[src/sv/indexed_min_heap_timer_assert.svh]
// Assertion macros for the indexed min-heap timer.
// Used by the top level; expects clk_i and rst_ni in the scope of the caller.
`ifndef INDEXED_MIN_HEAP_TIMER_ASSERT_SVH
`define INDEXED_MIN_HEAP_TIMER_ASSERT_SVH
`ifndef SYNTHESIS
`define IMHT_ASSERT_IMP(lbl, a, b) \
  lbl: assert property (@(posedge clk_i) disable iff (!rst_ni) (a) |-> (b)) \
    else $error("assertion failed");
`define IMHT_ASSERT_NXT(lbl, a, b) \
  lbl: assert property (@(posedge clk_i) disable iff (!rst_ni) (a) |=> (b)) \
    else $error("assertion failed");
`else
`define IMHT_ASSERT_IMP(lbl, a, b)
`define IMHT_ASSERT_NXT(lbl, a, b)
`endif
`endif

[src/sv/imht_pkg.sv]
// Shared types, codes and helper functions of the indexed min-heap timer.
// No dependencies.
package imht_pkg;

  localparam logic [2:0] CMD_ADD   = 3'd0;
  localparam logic [2:0] CMD_ADJ   = 3'd1;
  localparam logic [2:0] CMD_DEL   = 3'd2;
  localparam logic [2:0] CMD_TICK  = 3'd3;
  localparam logic [2:0] CMD_CLEAR = 3'd4;

  localparam int unsigned MAX_RES = 64;
  localparam int unsigned RCW     = 7;
  localparam int unsigned EBW     = 6;

  localparam logic [31:0] WAIT_MAX   = 32'd4194303;
  localparam logic [22:0] WAIT_EMPTY = 23'h7FFFFF;
  localparam logic [31:0] SIGN_FLIP  = 32'h8000_0000;

  typedef enum logic [2:0] {
    OP_ADD, OP_ADJ, OP_DEL, OP_TICK, OP_CLEAR, OP_NOP
  } op_e;

  typedef enum logic [1:0] {
    KIND_DONE, KIND_EXP, KIND_FULL, KIND_ABS
  } kind_e;

  typedef enum logic [3:0] {
    S_INIT, S_IDLE, S_MAP, S_OWN, S_LAST, S_DN_RD, S_DN_CMP, S_UP_RD,
    S_UP_CMP, S_PUT, S_TOP, S_TCMP, S_WAIT, S_WCALC, S_EMIT
  } state_e;

  typedef struct packed {
    op_e         op;
    logic        id_ok;
    logic [15:0] id;
    logic [21:0] tmo;
  } cmd_t;

  typedef struct packed {
    kind_e              kind;
    logic [15:0]        id;
    logic signed [22:0] wait_ms;
    logic               last;
  } res_t;

  typedef struct packed {
    logic [31:0] dl;
    logic [15:0] own;
  } hent_t;

  // deadlines compare as signed distances from now
  function automatic logic earlier(logic [31:0] a, logic [31:0] b, logic [31:0] now);
    logic [31:0] ka;
    logic [31:0] kb;
    ka = (a - now) ^ SIGN_FLIP;
    kb = (b - now) ^ SIGN_FLIP;
    return ka < kb;
  endfunction

  function automatic logic [22:0] wait_of(logic [31:0] dl, logic [31:0] now,
                                          logic nonempty);
    logic [31:0] d;
    d = dl - now;
    if (!nonempty) return WAIT_EMPTY;
    if (d[31]) return 23'd0;
    if (d > WAIT_MAX) return WAIT_MAX[22:0];
    return d[22:0];
  endfunction

endpackage

[src/sv/imht_rfifo.sv]
// Result queue between the engine and the result port, two entries deep.
// Depends on imht_pkg.
module imht_rfifo (
  input  logic           clk_i,
  input  logic           rst_ni,
  input  logic           push_i,
  input  imht_pkg::res_t res_i,
  output logic           full_o,
  input  logic           pop_i,
  output logic           empty_o,
  output imht_pkg::res_t res_o
);

  imht_pkg::res_t ent_q [2];
  logic           wp_q, rp_q;
  logic [1:0]     cnt_q;
  logic           wr, rd;

  assign full_o  = (cnt_q == 2'd2);
  assign empty_o = (cnt_q == 2'd0);
  assign wr      = push_i && !full_o;
  assign rd      = pop_i && !empty_o;
  assign res_o   = ent_q[rp_q];

  always_ff @(posedge clk_i or negedge rst_ni) begin
    if (!rst_ni) begin
      wp_q  <= 1'b0;
      rp_q  <= 1'b0;
      cnt_q <= 2'd0;
    end else begin
      if (wr) wp_q <= ~wp_q;
      if (rd) rp_q <= ~rp_q;
      cnt_q <= cnt_q + {1'b0, wr} - {1'b0, rd};
    end
  end

  always_ff @(posedge clk_i) begin
    if (wr) ent_q[wp_q] <= res_i;
  end

endmodule

[config.mk]
export PLATFORM = sky130hd
export DESIGN_NAME = imht_rfifo
export DESIGN_NICKNAME = d
export VERILOG_FILES = /design/src/sv/indexed_min_heap_timer_assert.svh /design/src/sv/imht_pkg.sv /design/src/sv/imht_rfifo.sv
export SDC_FILE = /design/constraint.sdc
export NUM_CORES = 1
export LEC_CHECK = 0
export ABC_AREA = 1
export BUFFER_PORTS_ARGS = -buffer_cell sky130_fd_sc_hd__buf_2
export CAP_MARGIN = 20
export CORE_AREA = 2 2 83 85
export DETAILED_ROUTE_END_ITERATION = 8
export DIE_AREA = 0 0 85 87
export HOLD_SLACK_MARGIN = 0.15
export PLACE_DENSITY = 0.76
export REMOVE_ABC_BUFFERS = 1
export SLEW_MARGIN = 20
export SYNTH_ARGS = -nofsm -noshare
export SYNTH_HDL_FRONTEND = slang
export SYNTH_SLANG_ARGS = --single-unit
[constraint.sdc]
create_clock -name clk_i -period 3.4 [get_ports clk_i]
set_input_delay 0 -clock clk_i [delete_from_list [all_inputs] [get_ports clk_i]]
set_output_delay 0 -clock clk_i [all_outputs]
set_load 0.005 [all_outputs]
Word level (Yosys, flattened, before mapping). Memories as Yosys holds them, arrays and structs flattened. Index checks and enable logic that the tools add are counted.

RAM bits: 84. Memories: 1. Latch bits: 0. Memory bits (read-only): 0. Bits in registers: 4. Output and inout bits: 44.

Magnitude comparators: 0. Multipliers: 0. Divide/modulo/power cells: 0. Equality and inequality tests: 1. Shifts and indexed selects: 0. Bitwise gates (word level): 2. Reductions and logical operators: 5. $add $sub $neg: 2. Muxes and demuxes: 2.

Memories: ent_q (words 2, bits a word 42, rd ports 1, clocked after memory_dff 0, wr ports 1, line imht_rfifo.sv:14) `imht_pkg::res_t ent_q [2];`.

Operator list (number): adder 2 x 1 -> 2 bit (1); == test 2 bit (second input constant) (1); logical AND 1 bit (2); zero test 1 bit (2); zero test 2 bit (1); two-way mux 1 bit (2); inverter 1 bit (2); subtractor 2 x 1 -> 2 bit (1).

Depth between registers and ports, before layout. Gate-level depths: netlist (run 1).

Depth in word-level cells: 5. Mapped depth: 10.

Least setup slack after synthesis (run 1). OpenSTA, ideal clock, no wires.

Path kind: reg-to-reg. Start: register cnt_q[1]. End: memory ent_q[1][0] (netlist name), enable pin. Clock period less this slack: 2.767 ns. Cell stages (with the launch flop): 4. Arrival: 2.325 ns. Required time: 2.959 ns. Library setup time: 0.441 ns. Path slack: 0.633 ns. Cell sequence: dfrtp_1 > nand2_1 > nand2_1 > nor2_1.

Word-level cells in the longest chain between the ends: 5.

Ends and longest elaborated chain: from (decl) (line imht_rfifo.sv:16) `logic [1:0] cnt_q;`; from (signal assigned) (line imht_rfifo.sv:33) `cnt_q <= cnt_q + {1'b0, wr} - {1'b0, rd};`; == test 2 bit (line imht_rfifo.sv:19) `assign full_o = (cnt_q == 2'd2);`; zero test 1 bit (line imht_rfifo.sv:21) `assign wr = push_i && !full_o;`; logical AND 1 bit (line imht_rfifo.sv:21); two-way mux 1 bit (line imht_rfifo.sv:38) `if (wr) ent_q[wp_q] <= res_i;`; two-way mux 1 bit (not written as such) (line imht_rfifo.sv:38); to (decl) (line imht_rfifo.sv:14).

No other way between the ends.

Final worst setup path (run 1).
Start: register cnt_q[1]. End: memory ent_q[1][6] (netlist name), enable pin.

Same word-level chain as after synthesis.

==> results of run 1 <==
## how the worst max path moves through the flow
stage,to,slack (ps),cells past startpoint
final,ent_q[1][6],1440,4
after global routing,ent_q[1][28],1280,5
after CTS,ent_q[1][6],1400,4
after detailed placement,ent_q[1][41],1410,4
after global placement,ent_q[1][41],1470,4
after floorplan,ent_q[1][0],630,3
## kinds of logic (layout without fill, tap and decap cells)
kind of cell | after synthesis | after routing | share of synthesized area
DFF | 88 | 88 | 0.790
buffers and inverters | 20 | 162 | 0.0399
adders and majority gates | 2 | 2 | 0.00753
and+or+nand+nor | 143 | 143 | 0.163
## cell type report
cell class	instances	share of cell area
clock buffers	9	0.0277
clock inverters	6	0.0191
inverters	11	0.0104
repair buffers	136	0.205
flip-flops and latches	88	0.588
well taps	80	0.0224
multi-input cells	145	0.128
## metrics by stage
stage	power, mW	area, um^2
2_1_floorplan	2.11	3230
6_report	3.32	4470
4_1_cts	3.35	4470
3_5_place_dp	2.57	3800
3_3_place_gp	2.54	3800
5_1_grt	3.55	4470
## routing by layer
| metal | share of wire | vias to the layer above | GRT usage |
|---|---|---|---|
| met5 | 0 | - | 0 |
| met4 | 0.011 | 0 | 0.0779 |
| met3 | 0.054 | 7 | 0.0455 |
| met2 | 0.51 | 67 | 0.305 |
| met1 | 0.42 | 1010 | 0.211 |
| li1 | - | 1112 | - |
## critical path, stage by stage (launching register included)
cell,delay [ps]
sky130_fd_sc_hd__dfrtp_1,400
sky130_fd_sc_hd__nand2_1,110
sky130_fd_sc_hd__nand2_1,130
sky130_fd_sc_hd__nor2_4,640
sky130_fd_sc_hd__buf_4,360
## layout by cell type, fill, tap and decap left out
cell,synthesis,final
sky130_fd_sc_hd__clkinv_2,0,1
sky130_fd_sc_hd__dfrtp_2,0,1
sky130_fd_sc_hd__nand3_1,3,3
sky130_fd_sc_hd__ha_1,2,2
sky130_fd_sc_hd__buf_4,4,1
sky130_fd_sc_hd__dlygate4sd3_1,0,46
sky130_fd_sc_hd__clkinv_1,0,1
sky130_fd_sc_hd__nand2_1,139,139
sky130_fd_sc_hd__inv_1,10,9
sky130_fd_sc_hd__nor2_4,0,1
sky130_fd_sc_hd__clkinv_4,0,1
sky130_fd_sc_hd__dfrtp_1,4,3
sky130_fd_sc_hd__inv_6,1,1
sky130_fd_sc_hd__inv_2,0,1
sky130_fd_sc_hd__clkinvlp_4,0,1
sky130_fd_sc_hd__edfxtp_1,84,84
sky130_fd_sc_hd__buf_2,0,89
sky130_fd_sc_hd__clkbuf_8,0,9
sky130_fd_sc_hd__bufinv_16,0,2
## cells in the mapped netlist
master and n:
sky130_fd_sc_hd__nand2_1 139, sky130_fd_sc_hd__edfxtp_1 84, sky130_fd_sc_hd__inv_1 10, sky130_fd_sc_hd__buf_6 5, sky130_fd_sc_hd__buf_4 4, sky130_fd_sc_hd__dfrtp_1 4, sky130_fd_sc_hd__nand3_1 3, sky130_fd_sc_hd__ha_1 2
sky130_fd_sc_hd__inv_6 1, sky130_fd_sc_hd__nor2_1 1
## registers in the layout (all words and copies together) (netlist names)
signal / count
ent_q: 84
rp_q: 1
cnt_q: 2
wp_q: 1
## power breakdown
part / switching, mW / internal (mW) / total [mW]
logic: 0.574 / 0.384 / 0.958
clock network: 0.332 / 0.407 / 0.739
registers: 0.143 / 1.48 / 1.62
## timing repair
| action | in CTS | in global routing |
|---|---|---|
| endpoints found under the hold margin | 90 | 0 |
| setup buffers | 0 | 0 |
| resized for setup | 0 | 0 |
| endpoints found under the setup margin | 0 | 0 |
| hold buffers | 46 | 0 |
==> out/summary.txt, run 1 <==
WL per Instance - 13.3 um
Final net count - 439
Element type at the critical path start - flip-flop
Initial DRT Pass Iterations - 4
Critical path data arrival time - 1990 ps
Portion of synthesized cell area occupied by the leading cell type - 0.760
Layout fillers - 483
Number of global-route vias before repair - 2093
Leakage component of the power - 1.98 nW
Cell row count - 30
Area of the placeable core - 6570 um^2
Summed negative setup slack over all endpoints - 0 ps
Worst rel slew slack - 0.383
Total global routing overflow - 0
Ys Warns - 0
Number of I/O port buffers - 89
Peak supply drop - 0.671 mV
Final setup violating endpoints - 0
Internal reg-to-reg setup slack - 1440 ps
Number of antenna diodes - 0
Crit Path Max Fanout - 29
Area occupied by multi-input gates - 573 um^2
Total of flip-flops plus latches after synthesis - 88
Post-route clock period utilization - 0.577
Minimum setup slack after placement - 1410 ps
GRT Overall Usage - 0.177
Ratio of routed vias to standard cells - 4.62
DRC violations left - 0
Total count of hold-check failures in the final report - 0
Boundary pin count - 90
Launch instance of the worst register-to-register path - cnt_q[1]
Ratio of total power to cell area - 744 nW/um^2
Count of H-tree levels built during CTS - 3
Critical R2R Capture - ent_q[1][6]
FF/Latch Area - 2620 um^2
Max-cap viol count - 0
Utilization of the core after routing - 0.680
Initial antenna violation count - 0
Final routed wirelength across all metal layers - 6330 um
Worst setup path start - cnt_q[1]
Reg2Reg Depth - 4
Worst Setup End Kind - flip-flop
Mean cell area of the mapped netlist - 13.1 um^2
Instance count of the mapped netlist - 253
Num CTS Buffers - 9
Cell count after placement - 414
Least-Margin Pin Slew - 924 ps
Count of non-filler cells in the finished layout - 475
Portion of the post-synthesis area used by sequential elements - 0.790
Setup repair after global routing missed its margin - false
Minimum period implied by the final worst setup slack - 1960 ps
Class of the most critical setup path - reg -> reg
Required time of the critical path - 3430 ps
Dominant cells by area after synthesis - sky130_fd_sc_hd__edfxtp_1 (76%), sky130_fd_sc_hd__nand2_1 (16%), sky130_fd_sc_hd__dfrtp_1 (3.0%)
Layout-stage area growth over the synthesis result - 34.5%
Half-perimeter wire length after placement - 3600 um
Initial standard-cell utilization of the core - 0.506
Library cell occupying the most area in the post-synthesis netlist - sky130_fd_sc_hd__edfxtp_1
Max-slew violation count - 0
Worst hold stages - 2
Worst Clk Skew - 7.62 ps
Area enclosed by the die boundary - 7400 um^2
Wire length of the first global-routing pass - 9780 um
Summed instance area of the synthesized netlist - 3320 um^2
Weighted congestion reported at the end of routability-driven placement - 0.702
Maximum clock rate - 0.510 GHz
Final antenna-violating net count - 0
Min-delay worst type - in -> reg
Horiz. Die Dim - 85 um
Clock latency reported for the late side of the worst-skew pair - 340 ps
Maximum number of pins on one net before global-route repair - 45
Number of buffers on the longest clock path - 2
Proportion of layout cells with a drive suffix above 1 - 0.273
Clock transition at the registers of the reported paths - 80 ps
Status - complete, no violations
Clock tree from TritonCTS - built
Worst hold slack - 384 ps
Worst min-delay path endpoint - ent_q[0][1]
Die Ht - 87 um
Netlist cell types - 10
Source of the worst hold timing path - res_i[1]
Setup slack of the critical path after layout - 1440 ps
DR vias - 2196
1st-iter DRT viols - 141
Clk Tree Root Cell - sky130_fd_sc_hd__clkbuf_8
Number of clock sinks - 88
Power figures use the tool's default switching activity.
==> inputs of run 2 (changes only) <==
==> constraint.sdc (replaced) <==
create_clock -name clk_i -period 2 [get_ports clk_i]
set_input_delay 0 -clock clk_i [delete_from_list [all_inputs] [get_ports clk_i]]
set_output_delay 0 -clock clk_i [all_outputs]
set_load 0.005 [all_outputs]
==> run 2 against run 1 <==
  * Non-clock buffer count is 2 higher
  * Core utilization is 0.63 points higher
  * Worst hold slack worse by 2.5 ps
  * Clock power is 71% higher
  * Largest power group unchanged
==> out/summary.txt, run 2 (same netlist as run 1, synthesis figures left out) <==
Final routed wirelength across all metal layers - 6240 um (-1.3%)
Number of antenna diodes - 0 (unchanged)
Layout fillers - 474 (-1.9%)
Proportion of layout cells with a drive suffix above 1 - 0.276 (+0.00296)
Number of I/O port buffers - 89 (unchanged)
CP Buf/Inv Count - 2 (+1)
Crit Path Max Fanout - 25 (-14%)
Post-route clock period utilization - 0.824
Longest individual stage delay on the worst path - 690 ps (+50 ps)
Die Ht - 87 um (unchanged)
Register with the most flip-flops - ent_q
Peak supply drop - 0.772 mV (+15%)
Largest registers - ent_q: 84 flops, cnt_q: 2 flops
Number of buffers inserted to repair setup after CTS - 0 (unchanged)
Total count of hold-check failures in the final report - 0 (unchanged)
Layout-stage area growth over the synthesis result - 35.7%
Count of H-tree levels built during CTS - 3 (unchanged)
Num CTS Buffers - 9 (unchanged)
Final antenna-violating net count - 0 (unchanged)
1st-iter DRT viols - 69 (-51%)
Leakage component of the power - 2.00 nW (+1.1%)
Number of buffers on the longest clock path - 2 (unchanged)
Clock transition at the registers of the reported paths - 80 ps (about the same)
Critical path data arrival time - 1650 ps (-340 ps)
Half-perimeter wire length after placement - 3580 um (-0.51%)
Boundary pin count - 90 (unchanged)
Area enclosed by the die boundary - 7400 um^2 (unchanged)
Critical path's most frequent cell - sky130_fd_sc_hd__nand2_1
Worst rel slew slack - 0.668 (+0.284)
Min-delay worst type - in -> reg
Element type at the critical path start - flip-flop
Clock tree from TritonCTS - built
Maximum clock rate - 0.607 GHz
Wire length of the first global-routing pass - 9580 um (-2.0%)
Power, Total - 5.71 mW (+72%)
Critical Path Slowest Stage Cell - sky130_fd_sc_hd__dfrtp_2
WL per Instance - 13.1 um (-2.0%)
Utilization of the core after routing - 0.686 (+0.00628)
Worst Clk Skew - 10.8 ps (+3.23 ps)
Ratio of routed vias to standard cells - 4.65 (+0.55%)
Number of global-route vias before repair - 2142 (+2.3%)
Initial standard-cell utilization of the core - 0.506 (unchanged)
Max-cap viol count - 0 (unchanged)
Maximum number of pins on one net before global-route repair - 44 (-2.2%)
Initial antenna violation count - 0 (unchanged)
Initial DRT Pass Iterations - 4 (unchanged)
Worst hold slack - 381 ps (-2.53 ps)
Final net count - 441 (+0.46%)
Final setup violating endpoints - 0 (unchanged)
# resized after CTS - 0 (unchanged)
Summed negative setup slack over all endpoints - 0 ps (unchanged)
Worst Setup End Kind - output pin
Least-Margin Pin Slew - 499 ps (-425 ps)
Setup repair after global routing missed its margin - false
Number of flip-flops under the largest register name - 84 (unchanged)
Minimum period implied by the final worst setup slack - 1650 ps
Clock latency reported for the late side of the worst-skew pair - 340 ps (about the same)
Clk Tree Root Cell - sky130_fd_sc_hd__clkbuf_8
Leading cell types in the layout, fill and taps excluded - sky130_fd_sc_hd__nand2_1 (139), sky130_fd_sc_hd__buf_2 (89), sky130_fd_sc_hd__edfxtp_1 (84)
Top Family by Delay on Critical Path - flip-flops
CP Cell Sequence - buf_4 -> nand2_1 -> nand2_1 -> buf_2
GRT Overall Usage - 0.174 (-0.00320)
Weighted congestion reported at the end of routability-driven placement - 0.782 (+11%)
Cell row count - 30 (unchanged)
Most common cell after layout, fill and taps aside - sky130_fd_sc_hd__nand2_1
Number of clock sinks - 88 (unchanged)
DR vias - 2222 (+1.2%)
Required time of the critical path - 2000 ps (-1430 ps)
Max-slew violation count - 0 (unchanged)
Total global routing overflow - 0 (unchanged)
Class of the most critical setup path - reg -> out
Horiz. Die Dim - 85 um (unchanged)
DRC violations left - 0 (unchanged)
Status - complete, no violations
Area of the placeable core - 6570 um^2 (unchanged)
Ratio of total power to cell area - 1270 nW/um^2 (+70%)
==> run 2: worst paths after layout <==
kind,from,end,slack (ps),cells after the start
setup reg to reg,cnt_q[1],ent_q[1][16],450,4
hold / removal,res_i[13],ent_q[1][13],380,2
max in group asynchronous,rst_ni,rp_q,1220,3
min in group asynchronous,rst_ni,wp_q,580,3
hold reg to reg,wp_q,wp_q,490,2
setup / recovery,rp_q,res_o[36],350,4
==> run 2: timing repair <==
action / CTS / global route
hold buffers: 46 / 0
endpoints found under the hold margin: 90 / 0
setup endpoints to repair: 0 / 0
==> run 2: per-layer routing <==
| layer | vias up | track usage | routed length [um] |
|---|---|---|---|
| met2 | 73 | 0.310 | 3350 |
| met4 | 0 | 0.0967 | 107 |
| li1 | 1117 | - | - |
| met1 | 1019 | 0.192 | 2450 |
| met5 | - | 0 | 0 |
| met3 | 13 | 0.0389 | 337 |
==> run 2: through the flow <==
stage | area [um^2] | instances | setup WS (ps)
2_1_floorplan | 3230 | 244 | -767
3_3_place_gp | 3840 | 416 | 566
3_5_place_dp | 3840 | 416 | 519
4_1_cts | 4510 | 478 | 308
5_1_grt | 4510 | 478 | 228
6_report | 4510 | 478 | 352
==> run 2: worst register-to-register path: stages (launching register included) <==
cell and delay [ps]:
sky130_fd_sc_hd__dfrtp_1 410, sky130_fd_sc_hd__nand2_1 130, sky130_fd_sc_hd__nand2_1 150, sky130_fd_sc_hd__nor2_4 280, sky130_fd_sc_hd__buf_12 260
==> run 2: report_power, final <==
part	leakage, nW	internal [mW]	total (mW)	switching [mW]
Clock	0.108	0.693	1.26	0.563
Combinational	1.06	0.703	1.76	1.06
Sequential	0.828	2.51	2.69	0.179
Total	2.00	3.91	5.71	1.80
==> run 2: area by class of cell <==
| class | instances | area, um^2 | area share |
|---|---|---|---|
| clock inverters | 7 | 86.3 | 0.0192 |
| flip-flops and latches | 88 | 2620 | 0.582 |
| repair buffers | 138 | 953 | 0.212 |
| multi-input cells | 145 | 573 | 0.127 |
| well taps | 80 | 100 | 0.0222 |
| inverters | 11 | 46.3 | 0.0103 |
| clock buffers | 9 | 124 | 0.0275 |
